[src/design/lps_pkg.sv]
// package: constants, types, pattern rom and helper functions for the led sequencer
`timescale 1ns / 1ps
package lps_pkg;

  localparam int LED_COUNT     = 5;
  localparam int PATTERN_COUNT = 6;
  localparam int WAIT_BITS     = 16;
  localparam int STEP_LIMIT    = 32;

  localparam int OP_W     = 2;
  localparam int LED_W    = 3;
  localparam int PAT_W    = 3;
  localparam int POS_W    = 3;
  localparam int LEVELS_W = 5;
  localparam int GUARD_W  = $clog2(STEP_LIMIT);

  localparam logic [OP_W-1:0] OP_RUN  = 2'd0;
  localparam logic [OP_W-1:0] OP_STOP = 2'd1;
  localparam logic [OP_W-1:0] OP_TICK = 2'd2;

  localparam logic [PAT_W-1:0] NONE_ACTIVE = 3'd6;
  localparam logic [POS_W-1:0] POS_STOPPED = 3'd7;
  localparam logic [POS_W-1:0] POS_FIRST   = 3'd0;

  typedef enum logic [1:0] {
    KIND_WAIT,
    KIND_LOOP,
    KIND_STOP
  } kind_t;

  typedef struct packed {
    kind_t                kind;
    logic                 lvl;
    logic [WAIT_BITS-1:0] ms;
  } step_t;

  typedef enum logic [2:0] {
    ST_IDLE,
    ST_CMD,
    ST_TICK,
    ST_EXEC,
    ST_DONE
  } seq_state_t;

  typedef struct packed {
    logic [PAT_W-1:0]         pat;
    logic [POS_W-1:0]         pos;
    logic [PATTERN_COUNT-1:0] running;
  } step_req_t;

  typedef struct packed {
    logic [POS_W-1:0]     pos_nxt;
    logic [PAT_W-1:0]     active_nxt;
    logic                 level_nxt;
    logic                 wait_load;
    logic [WAIT_BITS-1:0] wait_val;
    logic                 finish;
  } step_rsp_t;

  typedef struct packed {
    logic [LEVELS_W-1:0] led_levels;
    logic [PAT_W-1:0]    active_pattern;
    logic                accepted;
  } result_t;

  function automatic step_t mk_step(kind_t kind, logic lvl, int ms);
    step_t s;
    s.kind = kind;
    s.lvl  = lvl;
    s.ms   = WAIT_BITS'(ms);
    return s;
  endfunction

  // pattern rom, a position past the table reads as a stop step
  function automatic step_t rom_step(logic [PAT_W-1:0] p, logic [POS_W-1:0] pos);
    step_t s;
    s = mk_step(KIND_STOP, 1'b0, 0);
    case (p)
      3'd0, 3'd1: begin
        case (pos)
          3'd0:    s = mk_step(KIND_WAIT, 1'b1, 1000);
          3'd1:    s = mk_step(KIND_LOOP, 1'b0, 0);
          default: s = mk_step(KIND_STOP, 1'b0, 0);
        endcase
      end
      3'd2: begin
        case (pos)
          3'd0:    s = mk_step(KIND_WAIT, 1'b1, 200);
          3'd1:    s = mk_step(KIND_WAIT, 1'b0, 800);
          3'd2:    s = mk_step(KIND_LOOP, 1'b0, 0);
          default: s = mk_step(KIND_STOP, 1'b0, 0);
        endcase
      end
      3'd3: begin
        case (pos)
          3'd0:    s = mk_step(KIND_WAIT, 1'b1, 50);
          3'd1:    s = mk_step(KIND_WAIT, 1'b0, 450);
          3'd2:    s = mk_step(KIND_LOOP, 1'b0, 0);
          default: s = mk_step(KIND_STOP, 1'b0, 0);
        endcase
      end
      3'd4: begin
        case (pos)
          3'd0:    s = mk_step(KIND_WAIT, 1'b1, 50);
          3'd1:    s = mk_step(KIND_WAIT, 1'b0, 1950);
          3'd2:    s = mk_step(KIND_LOOP, 1'b0, 0);
          default: s = mk_step(KIND_STOP, 1'b0, 0);
        endcase
      end
      3'd5: begin
        case (pos)
          3'd0:    s = mk_step(KIND_WAIT, 1'b1, 1);
          3'd1:    s = mk_step(KIND_WAIT, 1'b0, 0);
          default: s = mk_step(KIND_STOP, 1'b0, 0);
        endcase
      end
      default: s = mk_step(KIND_STOP, 1'b0, 0);
    endcase
    return s;
  endfunction

  // lowest-index running pattern, none if all stopped
  function automatic logic [PAT_W-1:0] first_running(logic [PATTERN_COUNT-1:0] row);
    logic [PAT_W-1:0] res;
    res = NONE_ACTIVE;
    for (int p = PATTERN_COUNT - 1; p >= 0; p--) begin
      if (row[p]) begin
        res = PAT_W'(p);
      end
    end
    return res;
  endfunction

endpackage

[src/design/lps_in_if.sv]
// interfaces: command/tick item channel and result item channel
`timescale 1ns / 1ps
interface lps_in_if import lps_pkg::*; ();
  logic             valid;
  logic             ready;
  logic [OP_W-1:0]  op;
  logic [LED_W-1:0] led;
  logic [PAT_W-1:0] pattern;

  modport source (output valid, op, led, pattern, input ready);
  modport sink (input valid, op, led, pattern, output ready);
endinterface

interface lps_out_if import lps_pkg::*; ();
  logic                valid;
  logic                ready;
  logic [LEVELS_W-1:0] led_levels;
  logic [PAT_W-1:0]    active_pattern;
  logic                accepted;

  modport source (output valid, led_levels, active_pattern, accepted, input ready);
  modport sink (input valid, led_levels, active_pattern, accepted, output ready);
endinterface

[src/design/lps_step.sv]
// shared step unit: one pattern step from rom, next position, level, wait and handover
`timescale 1ns / 1ps
module lps_step import lps_pkg::*; (
  input  step_req_t req,
  input  logic      level_cur,
  output step_rsp_t rsp
);

  step_t s;

  always_comb begin
    s              = rom_step(req.pat, req.pos);
    rsp.pos_nxt    = POS_W'(req.pos + 1'b1);
    rsp.active_nxt = req.pat;
    rsp.level_nxt  = level_cur;
    rsp.wait_load  = 1'b0;
    rsp.wait_val   = s.ms;
    rsp.finish     = 1'b0;
    unique case (s.kind)
      KIND_WAIT: begin
        rsp.level_nxt = s.lvl;
        if (s.ms != '0) begin
          rsp.wait_load = 1'b1;
          rsp.finish    = 1'b1;
        end
      end
      KIND_LOOP: begin
        rsp.pos_nxt = POS_FIRST;
      end
      default: begin
        // stop step hands the led to the next running pattern
        rsp.pos_nxt    = POS_STOPPED;
        rsp.active_nxt = first_running(req.running & ~(PATTERN_COUNT'(1) << req.pat));
        rsp.level_nxt  = 1'b0;
      end
    endcase
  end

endmodule

[src/design/lps_seq.sv]
// sequencer: led state storage and the control that walks commands, ticks and steps
`timescale 1ns / 1ps
module lps_seq import lps_pkg::*; (
  input  logic             clk,
  input  logic             rst_n,
  input  logic             in_fire,
  input  logic [OP_W-1:0]  in_op,
  input  logic [LED_W-1:0] in_led,
  input  logic [PAT_W-1:0] in_pat,
  input  logic             enable,
  input  logic             out_free,
  output logic             idle,
  output logic             res_load,
  output result_t          res
);

  seq_state_t state_r, state_nxt;
  logic [OP_W-1:0]    op_r, op_nxt;
  logic [LED_W-1:0]   led_r, led_nxt;
  logic [PAT_W-1:0]   pat_r, pat_nxt;
  logic               ok_r, ok_nxt;
  logic [LED_W-1:0]   cur_r, cur_nxt;
  logic [GUARD_W-1:0] guard_r, guard_nxt;
  logic               from_tick_r, from_tick_nxt;

  logic [POS_W-1:0]     position_r [LED_COUNT][PATTERN_COUNT];
  logic [PAT_W-1:0]     active_r [LED_COUNT];
  logic [WAIT_BITS-1:0] wait_r [LED_COUNT];
  logic [LED_COUNT-1:0] level_r;

  logic                 pos_we;
  logic [PAT_W-1:0]     pos_pat;
  logic [POS_W-1:0]     pos_val;
  logic                 act_we;
  logic [PAT_W-1:0]     act_val;
  logic                 lvl_we;
  logic                 lvl_val;
  logic                 wait_we;
  logic [WAIT_BITS-1:0] wait_val;

  logic [PATTERN_COUNT-1:0] running;
  logic [PATTERN_COUNT-1:0] cmd_running;
  logic [PAT_W-1:0]         cmd_active;
  logic [PAT_W-1:0]         cur_active;
  logic [WAIT_BITS-1:0]     cur_wait;
  logic                     cmd_valid;
  logic                     last_led;
  step_req_t                req;
  step_rsp_t                rsp;

  lps_step u_step (
    .req       (req),
    .level_cur (level_r[cur_r]),
    .rsp       (rsp)
  );

  always_comb begin
    for (int p = 0; p < PATTERN_COUNT; p++) begin
      running[p] = (position_r[cur_r][p] != POS_STOPPED);
    end
    cur_active  = active_r[cur_r];
    cur_wait    = wait_r[cur_r];
    req.pat     = cur_active;
    req.pos     = (cur_active < PAT_W'(PATTERN_COUNT)) ? position_r[cur_r][cur_active]
                                                       : POS_STOPPED;
    req.running = running;
    if (op_r == OP_RUN) begin
      cmd_running = running | (PATTERN_COUNT'(1) << pat_r);
    end else begin
      cmd_running = running & ~(PATTERN_COUNT'(1) << pat_r);
    end
    cmd_active = first_running(cmd_running);
    cmd_valid  = ((in_op == OP_RUN) || (in_op == OP_STOP)) &&
                 (in_led < LED_W'(LED_COUNT)) && (in_pat < PAT_W'(PATTERN_COUNT));
    last_led   = (cur_r == LED_W'(LED_COUNT - 1));
  end

  always_comb begin
    state_nxt     = state_r;
    op_nxt        = op_r;
    led_nxt       = led_r;
    pat_nxt       = pat_r;
    ok_nxt        = ok_r;
    cur_nxt       = cur_r;
    guard_nxt     = guard_r;
    from_tick_nxt = from_tick_r;
    pos_we        = 1'b0;
    pos_pat       = cur_active;
    pos_val       = rsp.pos_nxt;
    act_we        = 1'b0;
    act_val       = rsp.active_nxt;
    lvl_we        = 1'b0;
    lvl_val       = rsp.level_nxt;
    wait_we       = 1'b0;
    wait_val      = rsp.wait_val;
    idle          = 1'b0;
    res_load      = 1'b0;
    res.led_levels     = LEVELS_W'(level_r);
    res.active_pattern = (led_r < LED_W'(LED_COUNT)) ? active_r[led_r] : NONE_ACTIVE;
    res.accepted       = ok_r;
    unique case (state_r)
      ST_IDLE: begin
        idle = 1'b1;
        if (in_fire) begin
          op_nxt        = in_op;
          led_nxt       = in_led;
          pat_nxt       = in_pat;
          from_tick_nxt = (in_op == OP_TICK);
          ok_nxt        = (in_op == OP_TICK) || cmd_valid;
          if (in_op == OP_TICK) begin
            cur_nxt   = '0;
            state_nxt = ST_TICK;
          end else if (cmd_valid) begin
            cur_nxt   = in_led;
            state_nxt = ST_CMD;
          end else begin
            state_nxt = ST_DONE;
          end
        end
      end
      ST_CMD: begin
        pos_we    = 1'b1;
        pos_pat   = pat_r;
        pos_val   = (op_r == OP_RUN) ? POS_FIRST : POS_STOPPED;
        act_we    = 1'b1;
        act_val   = cmd_active;
        lvl_we    = 1'b1;
        lvl_val   = 1'b0;
        guard_nxt = '0;
        if ((op_r == OP_STOP) || (cmd_active == pat_r)) begin
          state_nxt = ST_EXEC;
        end else begin
          state_nxt = ST_DONE;
        end
      end
      ST_TICK: begin
        if (cur_wait != '0) begin
          wait_we  = 1'b1;
          wait_val = WAIT_BITS'(cur_wait - 1'b1);
        end
        if (cur_wait == WAIT_BITS'(1)) begin
          guard_nxt = '0;
          state_nxt = ST_EXEC;
        end else if (last_led) begin
          state_nxt = ST_DONE;
        end else begin
          cur_nxt = LED_W'(cur_r + 1'b1);
        end
      end
      ST_EXEC: begin
        if (!enable || (cur_active >= PAT_W'(PATTERN_COUNT)) ||
            (rsp.finish && enable) || (guard_r == GUARD_W'(STEP_LIMIT - 1))) begin
          if (from_tick_r && !last_led) begin
            cur_nxt   = LED_W'(cur_r + 1'b1);
            state_nxt = ST_TICK;
          end else begin
            state_nxt = ST_DONE;
          end
        end else begin
          guard_nxt = GUARD_W'(guard_r + 1'b1);
        end
        if (enable && (cur_active < PAT_W'(PATTERN_COUNT))) begin
          pos_we  = 1'b1;
          act_we  = 1'b1;
          lvl_we  = 1'b1;
          wait_we = rsp.wait_load;
        end
      end
      ST_DONE: begin
        if (out_free) begin
          res_load  = 1'b1;
          state_nxt = ST_IDLE;
        end
      end
      default: begin
        state_nxt = ST_IDLE;
      end
    endcase
  end

  always_ff @(posedge clk) begin
    if (!rst_n) begin
      state_r     <= ST_IDLE;
      from_tick_r <= 1'b0;
      guard_r     <= '0;
      cur_r       <= '0;
      level_r     <= '0;
      for (int n = 0; n < LED_COUNT; n++) begin
        active_r[n] <= NONE_ACTIVE;
        wait_r[n]   <= '0;
        for (int p = 0; p < PATTERN_COUNT; p++) begin
          position_r[n][p] <= POS_STOPPED;
        end
      end
    end else begin
      state_r     <= state_nxt;
      from_tick_r <= from_tick_nxt;
      guard_r     <= guard_nxt;
      cur_r       <= cur_nxt;
      if (pos_we) begin
        position_r[cur_r][pos_pat] <= pos_val;
      end
      if (act_we) begin
        active_r[cur_r] <= act_val;
      end
      if (lvl_we) begin
        level_r[cur_r] <= lvl_val;
      end
      if (wait_we) begin
        wait_r[cur_r] <= wait_val;
      end
    end
  end

  always_ff @(posedge clk) begin
    op_r  <= op_nxt;
    led_r <= led_nxt;
    pat_r <= pat_nxt;
    ok_r  <= ok_nxt;
  end

endmodule

[src/design/led_priority_sequencer_unit.sv]
// top level: led priority blink sequencer with item channels and enable register
`timescale 1ns / 1ps
// Plays the built-in blink patterns on five LEDs; each LED follows its lowest-index running
// pattern. Items are run, stop or one-millisecond tick, and every item gives one result item
// with all LED levels, the addressed LED's active pattern and an accepted flag. Work goes
// through one shared step unit under a small sequencer, one item at a time: a run or stop
// passes the command state, then the step state for each pattern step carried out, then the
// done state; a tick visits the LEDs in turn and carries out the pattern steps of every LED
// whose wait runs out; an invalid item goes straight to the done state. A new item is taken
// while the previous result still waits in the output register. The enable register may be
// written only while the block is idle.
module led_priority_sequencer_unit import lps_pkg::*; (
  input  logic      clk,
  input  logic      rst_n,
  lps_in_if.sink    in_ch,
  lps_out_if.source out_ch,
  input  logic      cfg_we,
  input  logic      cfg_wdata
);

  logic    enable_r;
  logic    out_valid_r;
  result_t out_r;
  logic    seq_idle;
  logic    res_load;
  result_t res;
  logic    in_fire;
  logic    out_free;

  assign in_ch.ready = seq_idle;
  assign in_fire     = in_ch.valid && in_ch.ready;
  assign out_free    = !out_valid_r || out_ch.ready;

  lps_seq u_seq (
    .clk      (clk),
    .rst_n    (rst_n),
    .in_fire  (in_fire),
    .in_op    (in_ch.op),
    .in_led   (in_ch.led),
    .in_pat   (in_ch.pattern),
    .enable   (enable_r),
    .out_free (out_free),
    .idle     (seq_idle),
    .res_load (res_load),
    .res      (res)
  );

  always_ff @(posedge clk) begin
    if (!rst_n) begin
      enable_r    <= 1'b1;
      out_valid_r <= 1'b0;
    end else begin
      if (cfg_we) begin
        enable_r <= cfg_wdata;
      end
      if (res_load) begin
        out_valid_r <= 1'b1;
      end else if (out_ch.ready) begin
        out_valid_r <= 1'b0;
      end
    end
  end

  always_ff @(posedge clk) begin
    if (res_load) begin
      out_r <= res;
    end
  end

  assign out_ch.valid          = out_valid_r;
  assign out_ch.led_levels     = out_r.led_levels;
  assign out_ch.active_pattern = out_r.active_pattern;
  assign out_ch.accepted       = out_r.accepted;

endmodule

[src/flat_wrapper.sv]
// flat-port wrapper written by rule: the top's interface ports become plain ports
module led_priority_sequencer_unit_flat import lps_pkg::*;
  (clk, rst_n, cfg_we, cfg_wdata, in_ch_valid, in_ch_op, in_ch_led, in_ch_pattern, in_ch_ready, out_ch_valid, out_ch_led_levels, out_ch_active_pattern, out_ch_accepted, out_ch_ready);
  lps_in_if in_ch_i ();
  lps_out_if out_ch_i ();
  input  logic clk;
  input  logic rst_n;
  input  logic cfg_we;
  input  logic cfg_wdata;
  input wire logic [$bits(in_ch_i.valid)-1:0] in_ch_valid;
  input wire logic [$bits(in_ch_i.op)-1:0] in_ch_op;
  input wire logic [$bits(in_ch_i.led)-1:0] in_ch_led;
  input wire logic [$bits(in_ch_i.pattern)-1:0] in_ch_pattern;
  output wire logic [$bits(in_ch_i.ready)-1:0] in_ch_ready;
  output wire logic [$bits(out_ch_i.valid)-1:0] out_ch_valid;
  output wire logic [$bits(out_ch_i.led_levels)-1:0] out_ch_led_levels;
  output wire logic [$bits(out_ch_i.active_pattern)-1:0] out_ch_active_pattern;
  output wire logic [$bits(out_ch_i.accepted)-1:0] out_ch_accepted;
  input wire logic [$bits(out_ch_i.ready)-1:0] out_ch_ready;
  assign in_ch_i.valid = in_ch_valid;
  assign in_ch_i.op = in_ch_op;
  assign in_ch_i.led = in_ch_led;
  assign in_ch_i.pattern = in_ch_pattern;
  assign in_ch_ready = in_ch_i.ready;
  assign out_ch_valid = out_ch_i.valid;
  assign out_ch_led_levels = out_ch_i.led_levels;
  assign out_ch_active_pattern = out_ch_i.active_pattern;
  assign out_ch_accepted = out_ch_i.accepted;
  assign out_ch_i.ready = out_ch_ready;
  led_priority_sequencer_unit u_core (.clk(clk), .rst_n(rst_n), .in_ch(in_ch_i), .out_ch(out_ch_i), .cfg_we(cfg_we), .cfg_wdata(cfg_wdata));
endmodule
[config.mk]
export PLATFORM = sky130hd
export DESIGN_NAME = led_priority_sequencer_unit_flat
export DESIGN_NICKNAME = d
export VERILOG_FILES = /design/src/design/lps_pkg.sv /design/src/design/lps_in_if.sv /design/src/design/lps_step.sv /design/src/design/lps_seq.sv /design/src/design/led_priority_sequencer_unit.sv /design/src/flat_wrapper.sv
export SDC_FILE = /design/constraint.sdc
export NUM_CORES = 1
export LEC_CHECK = 0
export BUFFER_PORTS_ARGS = -buffer_cell sky130_fd_sc_hd__buf_2
export CAP_MARGIN = 20
export CORE_ASPECT_RATIO = 1.75
export CORE_UTILIZATION = 40
export CTS_CLUSTER_SIZE = 12
export DETAILED_ROUTE_END_ITERATION = 6
export GPL_TIMING_DRIVEN = 0
export SYNTH_ARGS = -nofsm -noshare
export SYNTH_HDL_FRONTEND = slang
export SYNTH_HIERARCHICAL = 1
export SYNTH_SLANG_ARGS = --single-unit
[constraint.sdc]
create_clock -name clk -period 16.3 [get_ports clk]
set_input_delay 2.445 -clock clk [delete_from_list [all_inputs] [get_ports clk]]
set_output_delay 2.445 -clock clk [all_outputs]
set_load 0.01 [all_outputs]
==> results of run 1 <==
## per-layer routing
layer / share of wire [%] / vias up
li1: - / 4908
met1: 32 / 5425
met2: 56 / 376
met3: 4.4 / 159
met4: 7.5 / 0
met5: 0 / -
## power groups by stage
| stage | clock (mW) | combinational (mW) | sequential, mW |
|---|---|---|---|
| 2_1_floorplan | 0 | 0.272 | 0.997 |
| 6_report | 0.728 | 0.385 | 0.982 |
| 4_1_cts | 0.743 | 0.384 | 0.982 |
| 3_5_place_dp | 0 | 0.383 | 1.00 |
| 5_1_grt | 0.771 | 0.411 | 0.983 |
| 3_3_place_gp | 0 | 0.378 | 1.00 |
## worst paths after layout
check / endpoint / start / cells past startpoint
worst max-delay path: u_core/u_seq/position_r[5][10] / flip-flop / 18
worst min-delay path: u_core/u_seq/guard_r[4] / u_core/u_seq/guard_r[4] / 2
worst max register to register: u_core/u_seq/position_r[5][10] / flip-flop / 18
worst min register to register: u_core/u_seq/guard_r[4] / u_core/u_seq/guard_r[4] / 2
## flip-flops by register name, indices dropped and copies added (netlist names), named ones only
name / count
u_core/u_seq/position_r: 144
u_core/u_seq/cur_r: 3
u_core/u_seq/pat_r: 3
u_core/u_seq/from_tick_r: 1
u_core/u_seq/guard_r: 5
u_core/u_seq/active_r: 24
u_core/out_ch.valid: 1
u_core/u_seq/level_r: 5
u_core/u_seq/op_r: 2
u_core/u_seq/led_r: 3
u_core/u_seq/ok_r: 1
u_core/out_ch.led_levels: 5
u_core/out_ch.accepted: 1
u_core/u_seq/wait_r: 128
u_core/u_seq/state_r: 3
u_core/out_ch.active_pattern: 3
u_core/enable_r: 1
## worst reg2reg max path, delay by kind of cell (launching register included)
kind | cells | cell delay (ns)
multiplexers | 3 | 1.21
flip-flops | 1 | 0.44
AND/OR/NAND/NOR | 3 | 1.09
adder cells (fa/ha/maj) | 1 | 0.41
AO/OA/AOI/OAI | 4 | 1.15
buffers and inverters | 7 | 2.87
## cell usage after synthesis, drive strengths merged (11+ instances only)
master  count
nor2b      13
nor3       29
mux2i      65
or3        14
nand2b     11
buf        44
mux4       72
nor2      195
inv        42
nand3      18
o21ai      63
ha         11
edfxtp    314
a21oi      47
dfxtp      25
clkbuf     31
nand2     153
## cells by family after synthesis
family                   count (synthesis)  synth area share (%)
XOR/XNOR                                17                 0.897
adder cells (fa/ha/maj)                 11                 0.829
AO/OA/AOI/OAI                          178                  6.98
flip-flops                             339                  59.8
AND/OR/NAND/NOR                        472                  13.3
other                                    1                0.0226
buffers and inverters                  117                  3.84
multiplexers                           147                  14.4
## area by class of cell
cell class                 instances  area, sq um
buffer                            75          480
clock inverter                     6         45.0
timing repair buffer              34          211
sequential                       339         9930
multi-input combinational        830         6060
clock buffer                      47          952
inverter                          42          158
fill                            3719        22300
tap                              550          688
==> reports/metrics.cfg, run 1 <==
[outcome]
status=completed

[routing]
routed_via_density=5.65
drc_errors=0
vias=10900
dr.pass1.iters=7
drtAntennaViolNets=0
routed_wirelength_microns=47500
drtIter0Drc=806
avgRoutedWirePerCell_microns=24.7

[worst_setup_path]
cp-start-kind=flip-flop
crit_top_cell=clkbuf_1
reg2reg_slack_ns=8.66
cp.required_ns=16.35
worst-path-max-fanout=20
cp_data_arrival_time_ns=7.69
max_stage_delay_ns=0.68
endpoint_kind=flip-flop
critPathTopFamily=buffers and inverters
path_class=flip-flop to flip-flop
slowest_stage=nand2_1
cp.buffers_inverters=7
worstPathCellList=buf_4, buf_2, clkbuf_1, buf_4, mux4_2, mux2i_1, clkbuf_1, mux4_2, a22oi_1, ha_1, nor2_1, a21oi_1, and2_1, o21ai_0, o21ai_0, buf_2, clkbuf_1, nand2_1

[global_route]
grt-ovfl-total=0
grt_max_degree=21
grt_usage_pct=23.1
use_met2_pct=44.3
grt_pass1_vias=11400
grt_first_pass_wirelength_microns=69900
use_met1_pct=22.2
top_usage_layer=met2
use_met3_pct=2.87
antenna_found_initial=0

[final_layout]
stdcell_count=1923
diodes=0
drive_gt1_share_pct=18.2
final_net_count=1382
final_common_cell=edfxtp_1
fin_util_pct=45.4
final_cell_mix=edfxtp_1, nor2_1, nand2_1, mux4_2, mux2i_1
area_delta_synth_final_pct=11.6
final_area_sq_um=18500

[logic_synthesis]
ys.flop_type=edfxtp_1
syn_area_sq_um=16600
yosysWarnings=6
yosys.area.top_type=edfxtp_1
synth_top_area_share_pct=56.8
ys_seq_area_share_pct=59.8
ys_seq_elements=339
synthCells=1282
synth_edf_count=314
avgSynthCellArea_sq_um=13.0
async_flop_share_pct=0
yosysUniqueCellTypes=75
netlist_top_cells_area=edfxtp_1, mux4_2, nor2_1, mux2i_1, nand2_1

[place]
preCtsSetupSlack_ns=8.73
dp.cells=1870
port_buffers=24
dpl_cell_area_sq_um=17500
hpwl_microns=35200
place.gp.congestion=0.924

[sta]
fin_crit_sh_pct=46.9
worstMarginPinSlew_ns=1.12
hold_viol_final=0
fin_setup_tns_ns=0
fmax_ghz=0.131
setup_viol=0
period_minus_slack_ns=7.64
setup_ws_ns=8.66
hold_ws_ns=0.474
slew_violations=0
max-slew-margin-rel_pct=24.0
clock_skew_ns=0.0298
rsz0062_at_grt=false

[clock_network]
htreeDepth=2
clock-root-buffer=clkbuf_16
holdBufCountCts=0
cts_buffers=35
cts_buffer_depth=3
post-cts-setup-buffers=0
cts_resized=0
cts_tree=built
clk_transition_reported_paths_ns=0.06
clock_sinks=339
clk_latency_ns=0.54

[floorplan]
dieWidth_microns=156
ios=25
core_sq_um=40800
dieArea_sq_um=42400
num_rows=98
die_h_microns=272
initial_core_util_pct=40.7

[power]
combinationalPowerShare_pct=18.4
power_frac_seq_pct=46.9
intPower_mw=1.52
p_sw_mw=0.577
p_total_mw=2.10
ir_drop_mv=0.0696
p_per_area_nw_per_um2=113
power_frac_clock_pct=34.8
p_leak_nw=5.98
sw_frac_of_total_pct=27.6

[flow_run]
drv_cap=0

[min_path]
hp-class=flip-flop to flip-flop

Note: power is estimated with default switching activity, not from simulation.
==> inputs of run 2 (changes only) <==
- ABC_AREA: default -> 1
- clock period: 16.3 -> 7.72 ns (I/O delays scaled with it)
==> run 2 against run 1 <==
  * Cell area grew 2.2%
  * Critical path depth grew 8
  * Largest power group is now combinational logic
  * Synthesized area grew 2.4%
  * Die area grew 2.3%
  * Via count grew 26%
  * Core utilization is essentially flat
  * Sequential share of layout area shrank 1.2 points
  * Power grew to 3.0 times the previous value
  * Fmax grew 17%
  * Flip-flop and latch count is the same
==> reports/metrics.cfg, run 2 <==
[clock_network]
clk_latency_ns=0.54
cts_buffer_depth=3
holdBufCountCts=0
clock-root-buffer=clkbuf_16
cts_tree=built
cts_resized=0
cts_buffers=35
htreeDepth=2
post-cts-setup-buffers=0
clk_transition_reported_paths_ns=0.06
clock_sinks=339

[worst_setup_path]
worst-path-max-fanout=16
cp_data_arrival_time_ns=6.68
cp.required_ns=7.87
endpoint_kind=flip-flop
worst_r2r_path_depth=26
path_class=flip-flop to flip-flop
cp-start-kind=flip-flop

[logic_synthesis]
synth_top_area_share_pct=55.5
muxShareOfSynthArea_pct=0.258
ys_seq_area_share_pct=58.4
yosysMostFrequentCell=nand2_1
yosys.area_share.adder_pct=0.810
netlist_top_cells_area=edfxtp_1, nand2_1, nor2_1, o21ai_0, inv_1
synth_edf_count=314
async_flop_share_pct=0
syn_area_sq_um=17000
yosys.area_share.simple_pct=22.9
avgSynthCellArea_sq_um=8.97
yosysUniqueCellTypes=50
yosysWarnings=6
yosys.area.top_type=edfxtp_1
synth_xor_area_share_pct=0.773
synthCells=1895
ys_seq_elements=339
ys.flop_type=edfxtp_1
synth-compound-area-share_pct=9.48
synthTopCellsByCount=nand2_1, nor2_1, edfxtp_1
synth_top_family_by_area=simple AND/OR/NAND/NOR gates

[final_layout]
top_register=u_core/u_seq/position_r
drive_gt1_share_pct=11.1
largest_reg_flops=144
final_common_cell=nand2_1
top_regs=u_core/u_seq/position_r (144), u_core/u_seq/wait_r (128), u_core/u_seq/active_r (24)
final_cell_mix=nand2_1, nor2_1, edfxtp_1, inv_1, o21ai_0
multi_input_area_sq_um=5850
final.fill_count=4035
diodes=0
final_net_count=1989
regArea_sq_um=9930
area_delta_synth_final_pct=11.4

[floorplan]
num_rows=99
core_sq_um=41700
dieWidth_microns=158
dieArea_sq_um=43300
ios=25
initial_core_util_pct=40.7
die_h_microns=275

[sta]
period_minus_slack_ns=6.54
fmax_ghz=0.153
max-slew-margin-rel_pct=25.3
worstMarginPinSlew_ns=1.12
fin_crit_sh_pct=84.7
clock_skew_ns=0.0187
rsz0062_at_grt=false
fin_setup_tns_ns=0
slew_violations=0
hold_viol_final=0
setup_ws_ns=1.18
setup_viol=0

[routing]
drc_errors=0
routed_via_density=5.39
wl_met3_microns=2740
top_layer=met4
drtIter0Drc=1013
vias=13700
avgRoutedWirePerCell_microns=21.8
wl_met1_microns=19000
routed_wirelength_microns=55300
drtAntennaViolNets=0
dr.pass1.iters=5
wl_met2_microns=29500

[outcome]
status=completed

[power]
p_leak_nw=7.44
ir_drop_mv=0.178
p_total_mw=6.31
p_per_area_nw_per_um2=333

[global_route]
grt_first_pass_wirelength_microns=81600
antenna_found_initial=0
grt_pass1_vias=13700
grt_max_degree=21
grt_usage_pct=26.2
grt-ovfl-total=0

[min_path]
min-delay-start=u_core/enable_r
hp-class=flip-flop to flip-flop
hold_depth=2

[place]
port_buffers=24
place.gp.congestion=0.945
hpwl_microns=40100
preCtsSetupSlack_ns=1.31

[flow_run]
drv_cap=0

==> run 2: changes by cell type after synthesis, moves of 12 or more <==
cell / before / now
nand2_1: 141 / 437
o21ai_0: 59 / 168
nand3_1: 17 / 96
nor2b_1: 12 / 0
or3_1: 14 / 0
o22ai_1: 4 / 30
nor2_1: 191 / 332
inv_1: 42 / 168
buf_2: 11 / 37
o21ai_1: 3 / 40
mux4_2: 72 / 0
mux2i_1: 65 / 3
inv_2: 0 / 26
==> run 2: cell families (layout without fill, tap and decap cells) <==
logic type,after synthesis,in the layout
and+or+nand+nor,941,941
adders and majority gates,11,11
AOI/OAI and AO/OA,294,294
muxes,4,4
DFF,339,339
buffers and inverters,290,371
xor gates and xnor gates,15,15
other,1,5
==> run 2: metal layers <==
layer,global-route usage (%),vias up
met3,3.09,192
met1,26.7,6562
met5,0,-
met4,18.2,0
li1,-,6397
met2,49.0,503
==> run 2: stage by stage <==
stage                     area, sq um  utilization, %  hold WS, ns  cells
final                           18900            45.4        0.460   2535
after floorplan                 17000               -        0.428   1899
after detailed placement        17900            42.9        0.452   2482
after CTS                       18900            45.4        0.467   2535
after global placement          17800            42.7        0.445   2478
after global routing            18900            45.4        0.490   2535
==> run 2: final timing paths <==
path                                                    to  slack [ns]
worst max-delay path            u_core/u_seq/wait_r[4][13]        1.18
worst min-delay path                       u_core/enable_r        0.46
worst min register to register             u_core/enable_r        0.46
worst max register to register  u_core/u_seq/wait_r[4][13]        1.18
==> run 2: power by group <==
group          switching [mW]  internal (mW)
Sequential             0.0739           2.17
Combinational            1.83          0.650
Clock                   0.685          0.902
Total                    2.59           3.72
==> run 2: critical path: stages, from the launching register on <==
cell and delay (ns):
dfxtp_1 0.53, clkbuf_1 0.52, buf_2 0.47, o21ai_0 0.16, o21ai_0 0.17, nand2_1 0.08, o21ai_2 0.18, clkbuf_1 0.55
nand2_1 0.11, nand3_1 0.10, a21oi_1 0.05, a31oi_1 0.37, inv_1 0.12, ha_1 0.22, inv_1 0.05, nor2_1 0.04
nand3_2 0.07, nand2_1 0.13, inv_2 0.11, nand2_2 0.06, a21oi_2 0.27, buf_4 0.18, a21oi_4 0.06, nor2_8 0.20
nand2_4 0.19, buf_4 0.30, nand2_1 0.84
==> run 2: area by class of cell <==
type	count	share of cell area, %
sequential	339	52.4
multi-input combinational	1270	30.9
clock buffer	47	5.08
inverter	198	3.95
tap	555	3.67
buffer	92	2.60
timing repair buffer	28	0.978
clock inverter	6	0.370
